===== config.mk =====
export PLATFORM = sky130hd
export DESIGN_NAME = next_fit_slot_allocator_unit
export DESIGN_NICKNAME = d
export VERILOG_FILES = /design/src/rtl/nfsa_pkg.sv /design/src/rtl/nfsa_ram.sv /design/src/rtl/next_fit_slot_allocator_unit.sv
export VERILOG_INCLUDE_DIRS = /design/src /design/src/rtl
export SDC_FILE = /design/constraint.sdc
export NUM_CORES = 2
export LEC_CHECK = 0
export BUFFER_PORTS_ARGS = -buffer_cell sky130_fd_sc_hd__buf_2
export CORE_UTILIZATION = 62
export CTS_CLUSTER_SIZE = 24
export DETAILED_ROUTE_END_ITERATION = 8
export PLACE_DENSITY = 0.78
export SLEW_MARGIN = 5
export SYNTH_ARGS = -nofsm -noshare
export SYNTH_HDL_FRONTEND = slang
export SYNTH_SLANG_ARGS = --single-unit

===== constraint.sdc =====
create_clock -name clock -period 5.4 [get_ports clock]
set_clock_uncertainty 0.15 [all_clocks]
set_input_delay 0 -clock clock [delete_from_list [all_inputs] [get_ports clock]]
set_output_delay 0 -clock clock [all_outputs]
set_load 0.02 [all_outputs]

===== src/rtl/next_fit_slot_allocator_unit_assert.svh =====
// Assertion macros for the next-fit slot allocator.
// Depends on nothing; included by the modules that carry checks.
`ifndef NEXT_FIT_SLOT_ALLOCATOR_UNIT_ASSERT_SVH
`define NEXT_FIT_SLOT_ALLOCATOR_UNIT_ASSERT_SVH

// expression holds at every edge out of reset
`define NFSA_ASSERT_ALWAYS(label, clk, rst, expr) \
   label: assert property (@(posedge clk) disable iff (rst) (expr)) \
      else $error("nfsa: invariant violated");

// consequent holds in the same cycle as the antecedent
`define NFSA_ASSERT_IMPLY(label, clk, rst, ante, cons) \
   label: assert property (@(posedge clk) disable iff (rst) (ante) |-> (cons)) \
      else $error("nfsa: implication violated");

// consequent holds in the cycle after the antecedent
`define NFSA_ASSERT_NEXT(label, clk, rst, ante, cons) \
   label: assert property (@(posedge clk) disable iff (rst) (ante) |=> (cons)) \
      else $error("nfsa: next-cycle implication violated");

`endif


===== src/rtl/nfsa_pkg.sv =====
// Shared constants, codes, control word type and microprogram of the slot allocator.
// Depends on nothing.
package nfsa_pkg;

   localparam int TABLE_SLOTS_DEFAULT = 64;
   localparam int HANDLE_BITS_DEFAULT = 32;
   localparam int FIRST_SLOT          = 2;

   localparam int MODE_W     = 2;
   localparam int INDEX_W    = 8;
   localparam int STATUS_W   = 2;
   localparam int SLOT_OUT_W = 6;

   localparam logic [MODE_W-1:0] MODE_ALLOC  = 2'd0;
   localparam logic [MODE_W-1:0] MODE_LOOKUP = 2'd1;
   localparam logic [MODE_W-1:0] MODE_FREE   = 2'd2;

   localparam logic [STATUS_W-1:0] STATUS_OK      = 2'd0;
   localparam logic [STATUS_W-1:0] STATUS_INVALID = 2'd1;
   localparam logic [STATUS_W-1:0] STATUS_FULL    = 2'd2;
   localparam logic [STATUS_W-1:0] STATUS_NULL    = 2'd3;

   typedef logic [3:0] step_type;

   localparam step_type STEP_WAIT    = 4'd0;
   localparam step_type STEP_SORT    = 4'd1;
   localparam step_type STEP_NULLCHK = 4'd2;
   localparam step_type STEP_SCAN    = 4'd3;
   localparam step_type STEP_PICK    = 4'd4;
   localparam step_type STEP_FULL    = 4'd5;
   localparam step_type STEP_STORE   = 4'd6;
   localparam step_type STEP_INDEX   = 4'd7;
   localparam step_type STEP_FETCH   = 4'd8;
   localparam step_type STEP_INVALID = 4'd9;
   localparam step_type STEP_NULLRES = 4'd10;
   localparam step_type STEP_EMIT    = 4'd11;

   typedef enum logic [3:0] {
      OP_NONE,
      OP_LATCH,
      OP_SCAN_INIT,
      OP_SCAN,
      OP_FULL,
      OP_STORE,
      OP_READ,
      OP_HELD,
      OP_INVALID,
      OP_NULL,
      OP_EMIT
   } op_type;

   typedef enum logic [2:0] {
      COND_ALWAYS,
      COND_NO_REQ,
      COND_NOT_ALLOC,
      COND_NULL,
      COND_SCAN_BUSY,
      COND_SLOT_FREE,
      COND_BAD_REQ,
      COND_OUT_BUSY
   } cond_type;

   // jump taken when the condition holds, else go to next
   typedef struct packed {
      op_type   op;
      cond_type cond;
      step_type jump;
      step_type next;
   } ctrl_word_type;

   function automatic ctrl_word_type ucode_word(input step_type step);
      ctrl_word_type w;
      unique case (step)
         STEP_WAIT:    w = '{OP_LATCH,     COND_NO_REQ,    STEP_WAIT,    STEP_SORT};
         STEP_SORT:    w = '{OP_NONE,      COND_NOT_ALLOC, STEP_INDEX,   STEP_NULLCHK};
         STEP_NULLCHK: w = '{OP_SCAN_INIT, COND_NULL,      STEP_NULLRES, STEP_SCAN};
         STEP_SCAN:    w = '{OP_SCAN,      COND_SCAN_BUSY, STEP_SCAN,    STEP_PICK};
         STEP_PICK:    w = '{OP_NONE,      COND_SLOT_FREE, STEP_STORE,   STEP_FULL};
         STEP_FULL:    w = '{OP_FULL,      COND_ALWAYS,    STEP_EMIT,    STEP_EMIT};
         STEP_STORE:   w = '{OP_STORE,     COND_ALWAYS,    STEP_EMIT,    STEP_EMIT};
         STEP_INDEX:   w = '{OP_READ,      COND_BAD_REQ,   STEP_INVALID, STEP_FETCH};
         STEP_FETCH:   w = '{OP_HELD,      COND_ALWAYS,    STEP_EMIT,    STEP_EMIT};
         STEP_INVALID: w = '{OP_INVALID,   COND_ALWAYS,    STEP_EMIT,    STEP_EMIT};
         STEP_NULLRES: w = '{OP_NULL,      COND_ALWAYS,    STEP_EMIT,    STEP_EMIT};
         STEP_EMIT:    w = '{OP_EMIT,      COND_OUT_BUSY,  STEP_EMIT,    STEP_WAIT};
         default:      w = '{OP_NONE,      COND_ALWAYS,    STEP_WAIT,    STEP_WAIT};
      endcase
      return w;
   endfunction

endpackage


===== src/rtl/nfsa_ram.sv =====
// Generic single-write, single-read RAM with registered read data.
// Depends on nfsa_pkg for default sizes.
module nfsa_ram #(
   parameter int WIDTH = nfsa_pkg::HANDLE_BITS_DEFAULT,
   parameter int DEPTH = nfsa_pkg::TABLE_SLOTS_DEFAULT
) (
   input  logic                     clock,
   input  logic                     wr_en,
   input  logic [$clog2(DEPTH)-1:0] wr_addr,
   input  logic [WIDTH-1:0]         wr_data,
   input  logic                     rd_en,
   input  logic [$clog2(DEPTH)-1:0] rd_addr,
   output logic [WIDTH-1:0]         rd_data
);

   logic [WIDTH-1:0] mem [DEPTH];
   logic [WIDTH-1:0] rd_data_ff;

   always_ff @(posedge clock) begin
      if (wr_en) begin
         mem[wr_addr] <= wr_data;
      end
      if (rd_en) begin
         rd_data_ff <= mem[rd_addr];
      end
   end

   assign rd_data = rd_data_ff;

endmodule


===== src/rtl/next_fit_slot_allocator_unit.sv =====
// Top level of the next-fit slot allocator: microcoded sequencer, occupancy bits,
// handle RAM and result register. Depends on nfsa_pkg, nfsa_ram and the assert header.
//
//  channel | dir | tdata (low bit up)                          | handshake
//  --------+-----+---------------------------------------------+----------------
//  req_    | in  | mode[2], handle[HANDLE_BITS], slot_index[8] | req_tvalid/tready
//  rsp_    | out | status[2], slot_out[6], handle_out[HANDLE_BITS] | rsp_tvalid/tready
//
//  Steps: an allocate probes k slots (1 .. TABLE_SLOTS-2), one occupancy bit per
//  cycle in the scan step; a null handle skips the scan; look up and free read the
//  handle RAM, whose read data is registered, before the result is formed.
//  Reset: synchronous, active high; clears all occupancy bits at once and sets the
//  hint to slot 2. No clearing pass, so requests are taken straight out of reset.
//  Stalls: a finished result waits in the output register; the next request is
//  taken meanwhile and only its own emit step waits for that register to drain.
`include "next_fit_slot_allocator_unit_assert.svh"

module next_fit_slot_allocator_unit #(
   parameter int TABLE_SLOTS = nfsa_pkg::TABLE_SLOTS_DEFAULT,
   parameter int HANDLE_BITS = nfsa_pkg::HANDLE_BITS_DEFAULT,
   localparam int REQ_TDATA_W =
      ((nfsa_pkg::MODE_W + HANDLE_BITS + nfsa_pkg::INDEX_W + 7) / 8) * 8,
   localparam int RSP_TDATA_W =
      ((nfsa_pkg::STATUS_W + nfsa_pkg::SLOT_OUT_W + HANDLE_BITS + 7) / 8) * 8
) (
   input  logic                   clock,
   input  logic                   reset,
   input  logic                   req_tvalid,
   output logic                   req_tready,
   input  logic [REQ_TDATA_W-1:0] req_tdata,  // mode, handle, slot_index, zero pad
   output logic                   rsp_tvalid,
   input  logic                   rsp_tready,
   output logic [RSP_TDATA_W-1:0] rsp_tdata   // status, slot_out, handle_out, zero pad
);

   localparam int AW = $clog2(TABLE_SLOTS);
   localparam int HW = $clog2(TABLE_SLOTS + 1);
   localparam int MW = nfsa_pkg::MODE_W;
   localparam int IW = nfsa_pkg::INDEX_W;
   localparam int SW = nfsa_pkg::STATUS_W;
   localparam int OW = nfsa_pkg::SLOT_OUT_W;

   // unpack the request transfer
   logic [MW-1:0]          req_mode;
   logic [HANDLE_BITS-1:0] req_handle;
   logic [IW-1:0]          req_index;
   logic [IW-2:0]          index_mag;
   logic                   index_bad;

   assign req_mode   = req_tdata[MW-1:0];
   assign req_handle = req_tdata[MW +: HANDLE_BITS];
   assign req_index  = req_tdata[MW + HANDLE_BITS +: IW];
   assign index_mag  = req_index[IW-2:0];

   // negative, reserved or past the table end
   assign index_bad = req_index[IW-1]
                   || (index_mag < (IW-1)'(nfsa_pkg::FIRST_SLOT))
                   || (32'(index_mag) >= 32'(TABLE_SLOTS));

   // sequencer
   nfsa_pkg::step_type      step_ff, step_in;
   nfsa_pkg::ctrl_word_type ctrl;
   logic                    cond_true;

   // request registers
   logic [MW-1:0]          mode_ff, mode_in;
   logic [HANDLE_BITS-1:0] handle_ff, handle_in;
   logic [AW-1:0]          slot_ff, slot_in;
   logic                   bad_ff, bad_in;

   // scan datapath and table state
   logic [AW-1:0]          scan_idx_ff, scan_idx_in;
   logic [AW-1:0]          scan_cnt_ff, scan_cnt_in;
   logic [HW-1:0]          hint_ff, hint_in;
   logic [TABLE_SLOTS-1:0] occ_ff, occ_in;
   logic                   scan_busy;

   // result and output registers
   logic [SW-1:0]          res_status_ff, res_status_in;
   logic [OW-1:0]          res_slot_ff, res_slot_in;
   logic [HANDLE_BITS-1:0] res_handle_ff, res_handle_in;
   logic [SW-1:0]          out_status_ff, out_status_in;
   logic [OW-1:0]          out_slot_ff, out_slot_in;
   logic [HANDLE_BITS-1:0] out_handle_ff, out_handle_in;
   logic                   out_valid_ff, out_valid_in;
   logic                   out_busy;
   logic                   out_load;

   // RAM port
   logic                   ram_wr_en;
   logic                   ram_rd_en;
   logic [HANDLE_BITS-1:0] ram_rd_data;

   assign ctrl      = nfsa_pkg::ucode_word(step_ff);
   assign scan_busy = occ_ff[scan_idx_ff] && (scan_cnt_ff != AW'(1));
   assign out_busy  = out_valid_ff && !rsp_tready;
   assign out_load  = (ctrl.op == nfsa_pkg::OP_EMIT) && !out_busy;

   // hold ready low while in reset so no transfer is dropped
   assign req_tready = (ctrl.op == nfsa_pkg::OP_LATCH) && !reset;
   assign ram_wr_en  = (ctrl.op == nfsa_pkg::OP_STORE);
   assign ram_rd_en  = (ctrl.op == nfsa_pkg::OP_READ);

   // branch condition
   always_comb begin
      unique case (ctrl.cond)
         nfsa_pkg::COND_ALWAYS:    cond_true = 1'b1;
         nfsa_pkg::COND_NO_REQ:    cond_true = !req_tvalid;
         nfsa_pkg::COND_NOT_ALLOC: cond_true = (mode_ff != nfsa_pkg::MODE_ALLOC);
         nfsa_pkg::COND_NULL:      cond_true = (handle_ff == '0);
         nfsa_pkg::COND_SCAN_BUSY: cond_true = scan_busy;
         nfsa_pkg::COND_SLOT_FREE: cond_true = !occ_ff[scan_idx_ff];
         nfsa_pkg::COND_BAD_REQ:   cond_true = ((mode_ff != nfsa_pkg::MODE_LOOKUP)
                                                && (mode_ff != nfsa_pkg::MODE_FREE))
                                               || bad_ff || !occ_ff[slot_ff];
         nfsa_pkg::COND_OUT_BUSY:  cond_true = out_busy;
         default:                  cond_true = 1'b0;
      endcase
   end

   // step counter
   always_comb begin
      step_in = cond_true ? ctrl.jump : ctrl.next;
   end

   // datapath actions selected by the control word
   always_comb begin
      mode_in       = mode_ff;
      handle_in     = handle_ff;
      slot_in       = slot_ff;
      bad_in        = bad_ff;
      scan_idx_in   = scan_idx_ff;
      scan_cnt_in   = scan_cnt_ff;
      hint_in       = hint_ff;
      occ_in        = occ_ff;
      res_status_in = res_status_ff;
      res_slot_in   = res_slot_ff;
      res_handle_in = res_handle_ff;

      case (ctrl.op)
         nfsa_pkg::OP_LATCH: begin
            if (req_tvalid) begin
               mode_in   = req_mode;
               handle_in = req_handle;
               slot_in   = AW'(index_mag);
               bad_in    = index_bad;
            end
         end
         nfsa_pkg::OP_SCAN_INIT: begin
            // a hint at the table end starts straight from the first usable slot
            scan_idx_in = (hint_ff == HW'(TABLE_SLOTS)) ? AW'(nfsa_pkg::FIRST_SLOT)
                                                        : AW'(hint_ff);
            scan_cnt_in = AW'(TABLE_SLOTS - nfsa_pkg::FIRST_SLOT);
         end
         nfsa_pkg::OP_SCAN: begin
            // advance past an occupied slot; hold on a free one or the last probe
            if (scan_busy) begin
               scan_idx_in = (scan_idx_ff == AW'(TABLE_SLOTS - 1))
                           ? AW'(nfsa_pkg::FIRST_SLOT) : scan_idx_ff + AW'(1);
               scan_cnt_in = scan_cnt_ff - AW'(1);
            end
         end
         nfsa_pkg::OP_FULL: begin
            res_status_in = nfsa_pkg::STATUS_FULL;
            res_slot_in   = '0;
            res_handle_in = handle_ff;
         end
         nfsa_pkg::OP_STORE: begin
            occ_in[scan_idx_ff] = 1'b1;
            hint_in             = HW'(scan_idx_ff) + HW'(1);
            res_status_in       = nfsa_pkg::STATUS_OK;
            res_slot_in         = OW'(scan_idx_ff);
            res_handle_in       = '0;
         end
         nfsa_pkg::OP_HELD: begin
            if (mode_ff == nfsa_pkg::MODE_FREE) begin
               occ_in[slot_ff] = 1'b0;
            end
            res_status_in = nfsa_pkg::STATUS_OK;
            res_slot_in   = '0;
            res_handle_in = ram_rd_data;
         end
         nfsa_pkg::OP_INVALID: begin
            res_status_in = nfsa_pkg::STATUS_INVALID;
            res_slot_in   = '0;
            res_handle_in = '0;
         end
         nfsa_pkg::OP_NULL: begin
            res_status_in = nfsa_pkg::STATUS_NULL;
            res_slot_in   = '0;
            res_handle_in = '0;
         end
         default: begin
         end
      endcase
   end

   // output register: load from the result register, drop valid on a transfer
   always_comb begin
      out_status_in = out_status_ff;
      out_slot_in   = out_slot_ff;
      out_handle_in = out_handle_ff;
      out_valid_in  = out_valid_ff && !rsp_tready;
      if (out_load) begin
         out_status_in = res_status_ff;
         out_slot_in   = res_slot_ff;
         out_handle_in = res_handle_ff;
         out_valid_in  = 1'b1;
      end
   end

   // control state
   always_ff @(posedge clock) begin
      if (reset) begin
         step_ff      <= nfsa_pkg::STEP_WAIT;
         hint_ff      <= HW'(nfsa_pkg::FIRST_SLOT);
         occ_ff       <= '0;
         out_valid_ff <= 1'b0;
      end else begin
         step_ff      <= step_in;
         hint_ff      <= hint_in;
         occ_ff       <= occ_in;
         out_valid_ff <= out_valid_in;
      end
   end

   // payload
   always_ff @(posedge clock) begin
      mode_ff       <= mode_in;
      handle_ff     <= handle_in;
      slot_ff       <= slot_in;
      bad_ff        <= bad_in;
      scan_idx_ff   <= scan_idx_in;
      scan_cnt_ff   <= scan_cnt_in;
      res_status_ff <= res_status_in;
      res_slot_ff   <= res_slot_in;
      res_handle_ff <= res_handle_in;
      out_status_ff <= out_status_in;
      out_slot_ff   <= out_slot_in;
      out_handle_ff <= out_handle_in;
   end

   // handle store; occupancy lives in occ_ff, so free needs no RAM write
   nfsa_ram #(
      .WIDTH(HANDLE_BITS),
      .DEPTH(TABLE_SLOTS)
   ) u_handles (
      .clock  (clock),
      .wr_en  (ram_wr_en),
      .wr_addr(scan_idx_ff),
      .wr_data(handle_ff),
      .rd_en  (ram_rd_en),
      .rd_addr(slot_ff),
      .rd_data(ram_rd_data)
   );

   assign rsp_tvalid = out_valid_ff;
   assign rsp_tdata  = RSP_TDATA_W'({out_handle_ff, out_slot_ff, out_status_ff});

   `NFSA_ASSERT_ALWAYS(a_hint_range, clock, reset, (hint_ff >= HW'(nfsa_pkg::FIRST_SLOT)) && (hint_ff <= HW'(TABLE_SLOTS)))
   `NFSA_ASSERT_IMPLY(a_scan_no_reserved, clock, reset, ctrl.op == nfsa_pkg::OP_SCAN, scan_idx_ff >= AW'(nfsa_pkg::FIRST_SLOT))
   `NFSA_ASSERT_NEXT(a_store_marks, clock, reset, ctrl.op == nfsa_pkg::OP_STORE, occ_ff[$past(scan_idx_ff)] && (hint_ff == HW'($past(scan_idx_ff)) + HW'(1)))
   `NFSA_ASSERT_NEXT(a_transfer_dispatch, clock, reset, req_tvalid && req_tready, step_ff == nfsa_pkg::STEP_SORT)

endmodule


; Word-level counts from Yosys, hierarchy flattened
; Memories as Yosys holds them, arrays and structs flattened. A register that Yosys moved wholly into a read port is not among the register bits.
; Cells that the tools add are included.
[op_classes]
n_mux = 25
bitwise_logic = 3
n_eq_ne = 25
addsub = 3
order_cmp = 6
reduce_logical = 31
[op_table]
columns = op, n
row1 = $pmux 64 s2, 1
row2 = $pmux 32 s3, 1
row3 = $and 64x64->64, 1
row4 = $mux 64, 1
row5 = $not 64->64, 1
row6 = $or 64x64->64, 1
row7 = $pmux 6 s2, 3
row8 = $logic_not 32->1, 1
row9 = $mux 6, 4
row10 = $eq 4x3->1 const B, 4
row11 = $lt 6x7->1 const B, 2
row12 = $bmux 1 s6, 2
row13 = $demux 1 s6, 2
row14 = $eq 3x3->1 const B, 4
row15 = $eq 4x4->1 const B, 3
row16 = $ge 6x1->1 const B, 2
row17 = $eq 4x2->1 const B, 2
row18 = $mux 4, 2
row19 = $pmux 1 s8, 1
row20 = $pmux 2 s4, 1
row21 = $reduce_bool 2->1, 4
row22 = $add 6x1->7 const B, 1
row23 = $eq 7x7->1 const B, 1
row24 = $ge 7x7->1 const B, 1
row25 = other kinds (22), 47
[word_totals]
ff_bits = 205
wordCells = 110
out_inout_bits = 42
input_bits = 52
ramBits = 2048
mem_count = 2
rom_bits = 240
[memory_table]
columns = name, depth, width, read_ports, rd_clocked_by_memory_dff, wr, line_no
row1 = u_handles.mem, 64, 32, 1, 1, 1, nfsa_ram.sv:16  ; logic [WIDTH-1:0] mem [DEPTH];
row2 = (no name shown), 16, 15, 1, 1, 0, nfsa_pkg.sv:73  ; unique case (step)

; Longest topological paths before layout
[depth]
depth_word = 8
mapped_depth = 16
mapped_depth_nobuf = 14

; Modules after synthesis
; A second synthesis with hierarchy kept.
[unflattened]
cells_unflattened = 4218
area_unflattened_um2 = 88793.9
[modules_own_cells]
columns = mod, cells_per_inst, n_inst, area_per_inst_um2, seq_area_each_um2
row1 = nfsa_ram, 3324, 1, 78835.6, 62459.9
row2 = next_fit_slot_allocator_unit, 894, 1, 9958.3, 5735.5

; Worst setup path before layout
; Ideal clock, no wire load.
[synth_timing]
path_type = register to register
startpoint = reg handle_ff[9]
endpoint = reg, netlist name ctrl[12]
slack_ns = 1.206
n_path_buf = 0
period_less_slack_ns = 4.194
required_ns = 5.158
arrival_ns = 3.952
setup_time_ns = 0.092
stages_incl_launch_ff = 15
path_cell_list = edfxtp_1 > nor4_1 > nand4_1 > nor4_1 > o41ai_1 > o21a_1 > a31oi_4 > nor2_2 > mux2i_1 > nor2_1 > ha_1 > nand2b_1 > a211oi_1 > nor2_1 > o32ai_1
[synth_between]
elab_chain_len = 4
[synth_lines]
columns = element, line_no
row1 = from (decl), next_fit_slot_allocator_unit.sv:67  ; logic [HANDLE_BITS-1:0] handle_ff, handle_in;
row2 = from (signal assigned), next_fit_slot_allocator_unit.sv:230  ; handle_ff <= handle_in;
row3 = $logic_not 32->1, next_fit_slot_allocator_unit.sv:110  ; nfsa_pkg::COND_NULL: cond_true = (handle_ff == '0);
row4 = $pmux 1 s8, next_fit_slot_allocator_unit.sv:106  ; unique case (ctrl.cond)
row5 = $mux 4, next_fit_slot_allocator_unit.sv:123  ; step_in = cond_true ? ctrl.jump : ctrl.next;
row6 = $mux 4 (no line), --
; No other way between the ends.
; A chain may end at the register's enable or synchronous reset.

; Worst setup path after layout
[layout_timing]
startpoint = reg scan_idx_ff[1]
endpoint = reg, netlist name ctrl[12]
[layout_between]
elab_chain_len = 6
word_cells_on_any_way = 7
classes_between = 5 x mux / 2 x reduce/logical
[layout_lines]
columns = element, line_no
row1 = from (decl), next_fit_slot_allocator_unit.sv:72  ; logic [AW-1:0] scan_idx_ff, scan_idx_in;
row2 = from (signal assigned), next_fit_slot_allocator_unit.sv:233  ; scan_idx_ff <= scan_idx_in;
row3 = $bmux 1 s6 *, "next_fit_slot_allocator_unit.sv:95, next_fit_slot_allocator_unit.sv:112"
row4 = $mux 1 (implied by the code) *, "next_fit_slot_allocator_unit.sv:95, next_fit_slot_allocator_unit.sv:112"
row5 = $logic_not 1->1 or $logic_and 1x1->1 (tied branches), "next_fit_slot_allocator_unit.sv:112, next_fit_slot_allocator_unit.sv:95"
row6 = $pmux 1 s8 *, next_fit_slot_allocator_unit.sv:106
row7 = $mux 4 *, next_fit_slot_allocator_unit.sv:123
row8 = $mux 4 (no line) *, --
; Mark *: on every way between the ends. The rest lies on a longest branch, timed or not. The select of a mux whose other input is x is not followed.

==> impl_metrics.py <==
metrics = {
    "grt": {
        "grt_max_degree": 86,
        "grt_antenna_before_repair": 20,
        "grt-ovfl-total": 0,
        "track_usage_pct": 36.7,
        "grt_pass1_wl_um": 353000,
        "grt_pass1_vias": 49200,
    },
    "detailed_routing": {
        "remaining_drc_errors": 0,
        "drtIter0Drc": 9876,
        "wl_per_cell_um": 36.6,
        "totalWireLength_um": 254000,
        "antenna_left": 0,
        "drt_pass1_iterations": 8,
        "vias": 51800,
        "via_per_inst": 7.48,
    },
    "floorplan": {
        "die_w_um": 370,
        "die_y_um": 370,
        "rows": 134,
        "start_util_pct": 62.8,
        "die_area_um2": 137000,
        "ioPinCount": 94,
        "core-area_um2": 134000,
    },
    "cts": {
        "cts_buffer_depth": 3,
        "clk_latency_ns": 0.85,
        "root_buffer": "clkbuf_16",
        "hold_buffers": 87,
        "postCtsSetupBuffers": 0,
        "clock_sinks": 2300,
        "cts_max_level": 4,
        "clk_pin_slew_ns": 0.06,
        "cts_tree": "yes",
        "cts_inserted_buffers": 207,
        "cts_resized": 0,
    },
    "worst_setup_path": {
        "required_ns": 5.98,
        "cp_max_fo": 27,
        "worstSetupPathType": "reg -> reg",
        "critPathArrivalTime_ns": 5.34,
        "r2r_start": "scan_idx_ff[1]$_DFFE_PP_",
        "start_kind": "register",
        "r2r_slack_ns": 0.64,
        "slowest_delay_ns": 1.11,
        "path_cells": "mux4_2, mux2i_1, o22ai_1, nor2_1, nand2_1, mux2_4, nor2_2, mux2i_1, nor2_1, ha_1, nand2b_1, a211oi_1, nor2_1, o32ai_1",
        "crit_top_cell": "nor2_1",
        "crit_slowest_cell": "edfxtp_1",
        "critical_path.endpoint_type": "register",
        "worstRegToRegCells": 14,
        "critPathLaunch": "scan_idx_ff[1]$_DFFE_PP_",
    },
    "sta": {
        "period_share_pct": 88.1,
        "slew_headroom_pct": 21.8,
        "setup_viol": 0,
        "grt_setup_unrepaired": "false",
        "hold_viol_final": 0,
        "fmax_ghz": 0.210,
        "worstMarginPinSlew_ns": 1.17,
        "fin_crit_ns": 4.76,
        "slew_viol_final": 0,
        "fin_tns_setup_ns": 0,
    },
    "power_and_ir_drop": {
        "total_power_mw": 42.8,
        "p_leak_nw": 29.4,
        "p_sw_mw": 12.0,
        "vdd_drop_max_mv": 0.386,
        "power.share.switching_pct": 28.0,
        "pwr_density_cell_nw_per_um2": 448,
        "p_int_mw": 30.8,
        "p_seq_share_pct": 49.7,
        "pwr-share-clk_pct": 33.7,
        "power_frac_comb_pct": 16.6,
    },
    "synth": {
        "yosys_warnings": 0,
        "synth_cell_types": 74,
        "syn_avg_cell_area_um2": 17.9,
        "synth_edf_count": 2213,
        "synthArstFlopShare_pct": 0,
        "ys.flop_type": "edfxtp_1",
        "ys_ff_latch": 2300,
        "netlist_instances": 4687,
        "syn-num-nets": 4750,
        "netlist_area_um2": 84100,
        "ys_seq_area_share_pct": 81.1,
    },
    "hold_path": {
        "hold_class": "in -> reg",
        "holdCritStartpoint": "req_tdata[40]",
        "min_path_cells": 4,
    },
    "finish": {
        "fill_cells": 7556,
        "layout-drive-gt1-share_pct": 13.9,
        "syn_to_final_growth_pct": 13.6,
        "fin_nets": 5048,
    },
    "placed_design": {
        "place_hpwl_um": 137000,
        "port_buffers": 87,
        "finalWeightedCongestion": 0.941,
    },
    "run_status": {
        "outcome": "complete, no violations",
    },
    "flow_run": {
        "cap_violations": 0,
    },
}
[synthesized netlist by cell type (10+ instances only)]
| master | count | area [um2] |
|---|---|---|
| clkbuf_1 | 238 | 893 |
| mux4_2 | 15 | 338 |
| nor2_1 | 114 | 428 |
| ha_1 | 11 | 138 |
| nand3_1 | 77 | 385 |
| and2_1 | 12 | 75.1 |
| nand2b_1 | 13 | 81.3 |
| nand2_1 | 89 | 334 |
| o21ai_0 | 48 | 240 |
| inv_1 | 13 | 48.8 |
| a22o_1 | 187 | 1640 |
| a221oi_1 | 181 | 1590 |
| a21oi_1 | 165 | 826 |
| nor4_1 | 17 | 106 |
| nor2b_1 | 10 | 62.6 |
| a41oi_1 | 47 | 412 |
| o22ai_1 | 16 | 100 |
| nand4_1 | 81 | 507 |
| dfxtp_1 | 87 | 1740 |
| nor3_1 | 17 | 85.1 |
| o21a_1 | 22 | 165 |
| a31oi_1 | 100 | 626 |
| a211oi_1 | 21 | 158 |
| buf_1 | 61 | 229 |
| edfxtp_1 | 2213 | 66500 |
| a22oi_1 | 721 | 5410 |
[worst paths after layout]
path,to
worst max-delay path,ctrl[12]$_DFF_P_
worst min-delay path,bad_ff$_DFFE_PP_
worst max register to register,ctrl[12]$_DFF_P_
worst min register to register,out_handle_ff[0]$_DFFE_PP_
[cell usage in the layout, fill, tap and decap left out, types with 11 or more instances in the layout]
cell type | synthesis | final
o21ai_0 | 48 | 48
a22o_1 | 187 | 187
nor3_1 | 17 | 11
buf_4 | 1 | 199
a21oi_1 | 165 | 164
o21a_1 | 22 | 22
clkinv_2 | 0 | 35
inv_1 | 13 | 11
nand2b_1 | 13 | 13
nand3_1 | 77 | 77
clkbuf_16 | 0 | 211
a41oi_1 | 47 | 47
clkbuf_1 | 238 | 58
nor4_1 | 17 | 17
a211oi_1 | 21 | 21
a22oi_1 | 721 | 721
nand2_1 | 89 | 88
clkinv_1 | 0 | 42
a221oi_1 | 181 | 181
dlygate4sd3_1 | 0 | 87
a31oi_1 | 100 | 100
o22ai_1 | 16 | 16
nand4_1 | 81 | 81
bufinv_16 | 0 | 16
edfxtp_1 | 2213 | 2213
nor2_4 | 0 | 61
dfxtp_1 | 87 | 87
ha_1 | 11 | 11
buf_2 | 5 | 87
nor2_1 | 114 | 52
mux4_2 | 15 | 15
buf_12 | 0 | 26
[per-layer routing]
| metal | global-route usage [%] | vias to the layer above | share of wire (%) |
|---|---|---|---|
| li1 | - | 20300 | - |
| met1 | 48.4 | 25500 | 33 |
| met2 | 54.4 | 5030 | 44 |
| met3 | 11.4 | 924 | 16 |
| met4 | 21.0 | 24 | 6.6 |
| met5 | 0 | - | 0.066 |
[state kept, by name, indices dropped and copies added (netlist names)]
signal             flops
rsp_tvalid             1
slot_ff                6
out_slot_ff            6
bad_ff                 1
out_handle_ff         32
scan_idx_ff            6
handle_ff             32
u_handles.rd_data     32
occ_ff                64
mode_ff                2
res_handle_ff         32
ctrl                  15
scan_cnt_ff            6
res_status_ff          2
out_status_ff          2
hint_ff                7
res_slot_ff            6
u_handles.mem       2048
[final cells by class]
class / instances / area [um2] / share of cell area [%]
antenna: 6 / 15.0 / 0.0157
clock buffer: 274 / 5570 / 5.83
clock inverter: 107 / 1010 / 1.06
inverter: 14 / 52.6 / 0.0550
multi-input combinational: 2063 / 15100 / 15.9
sequential: 2300 / 68200 / 71.4
tap: 1768 / 2210 / 2.32
timing repair buffer: 399 / 3320 / 3.48
[through the flow]
stage	hold WS, ns	area, um2	setup WS (ns)	instances	util [%]
4_1_cts	0.0428	95500	0.734	6925	71.3
5_1_grt	0.0837	95500	0.395	6926	71.3
6_report	0.0853	95500	0.645	6931	71.3
2_1_floorplan	-0.0511	84100	1.21	4687	-
3_5_place_dp	0.0287	88000	0.786	6457	65.7
3_3_place_gp	0.0311	88000	0.794	6457	65.7
[power groups by stage]
stage          Combinational, mW  Sequential [mW]  Clock, mW
4_1_cts                     6.78             21.3       14.4
2_1_floorplan               3.16             22.0          0
3_3_place_gp                6.50             21.6          0
6_report                    7.11             21.3       14.4
5_1_grt                     7.23             21.3       15.0
3_5_place_dp                6.66             21.6          0
[worst max-delay path: cells and delay by family, from the launching register on]
kind,cells,cell delay (ns)
DFF,1,1.11
adders and majority gates,1,0.39
and+or+nand+nor,6,1.03
muxes,4,1.38
AOI/OAI and AO/OA,3,0.58
[logic make-up after synthesis]
kind of cell	Yosys count	synth area share [%]
fa+ha+maj	11	0.164
mux	29	0.607
xor+xnor	8	0.0833
buf+inv	324	1.50
compound gates	1536	13.6
flops	2300	81.1
simple gates	479	2.91
(Power assumes the default switching activity.)
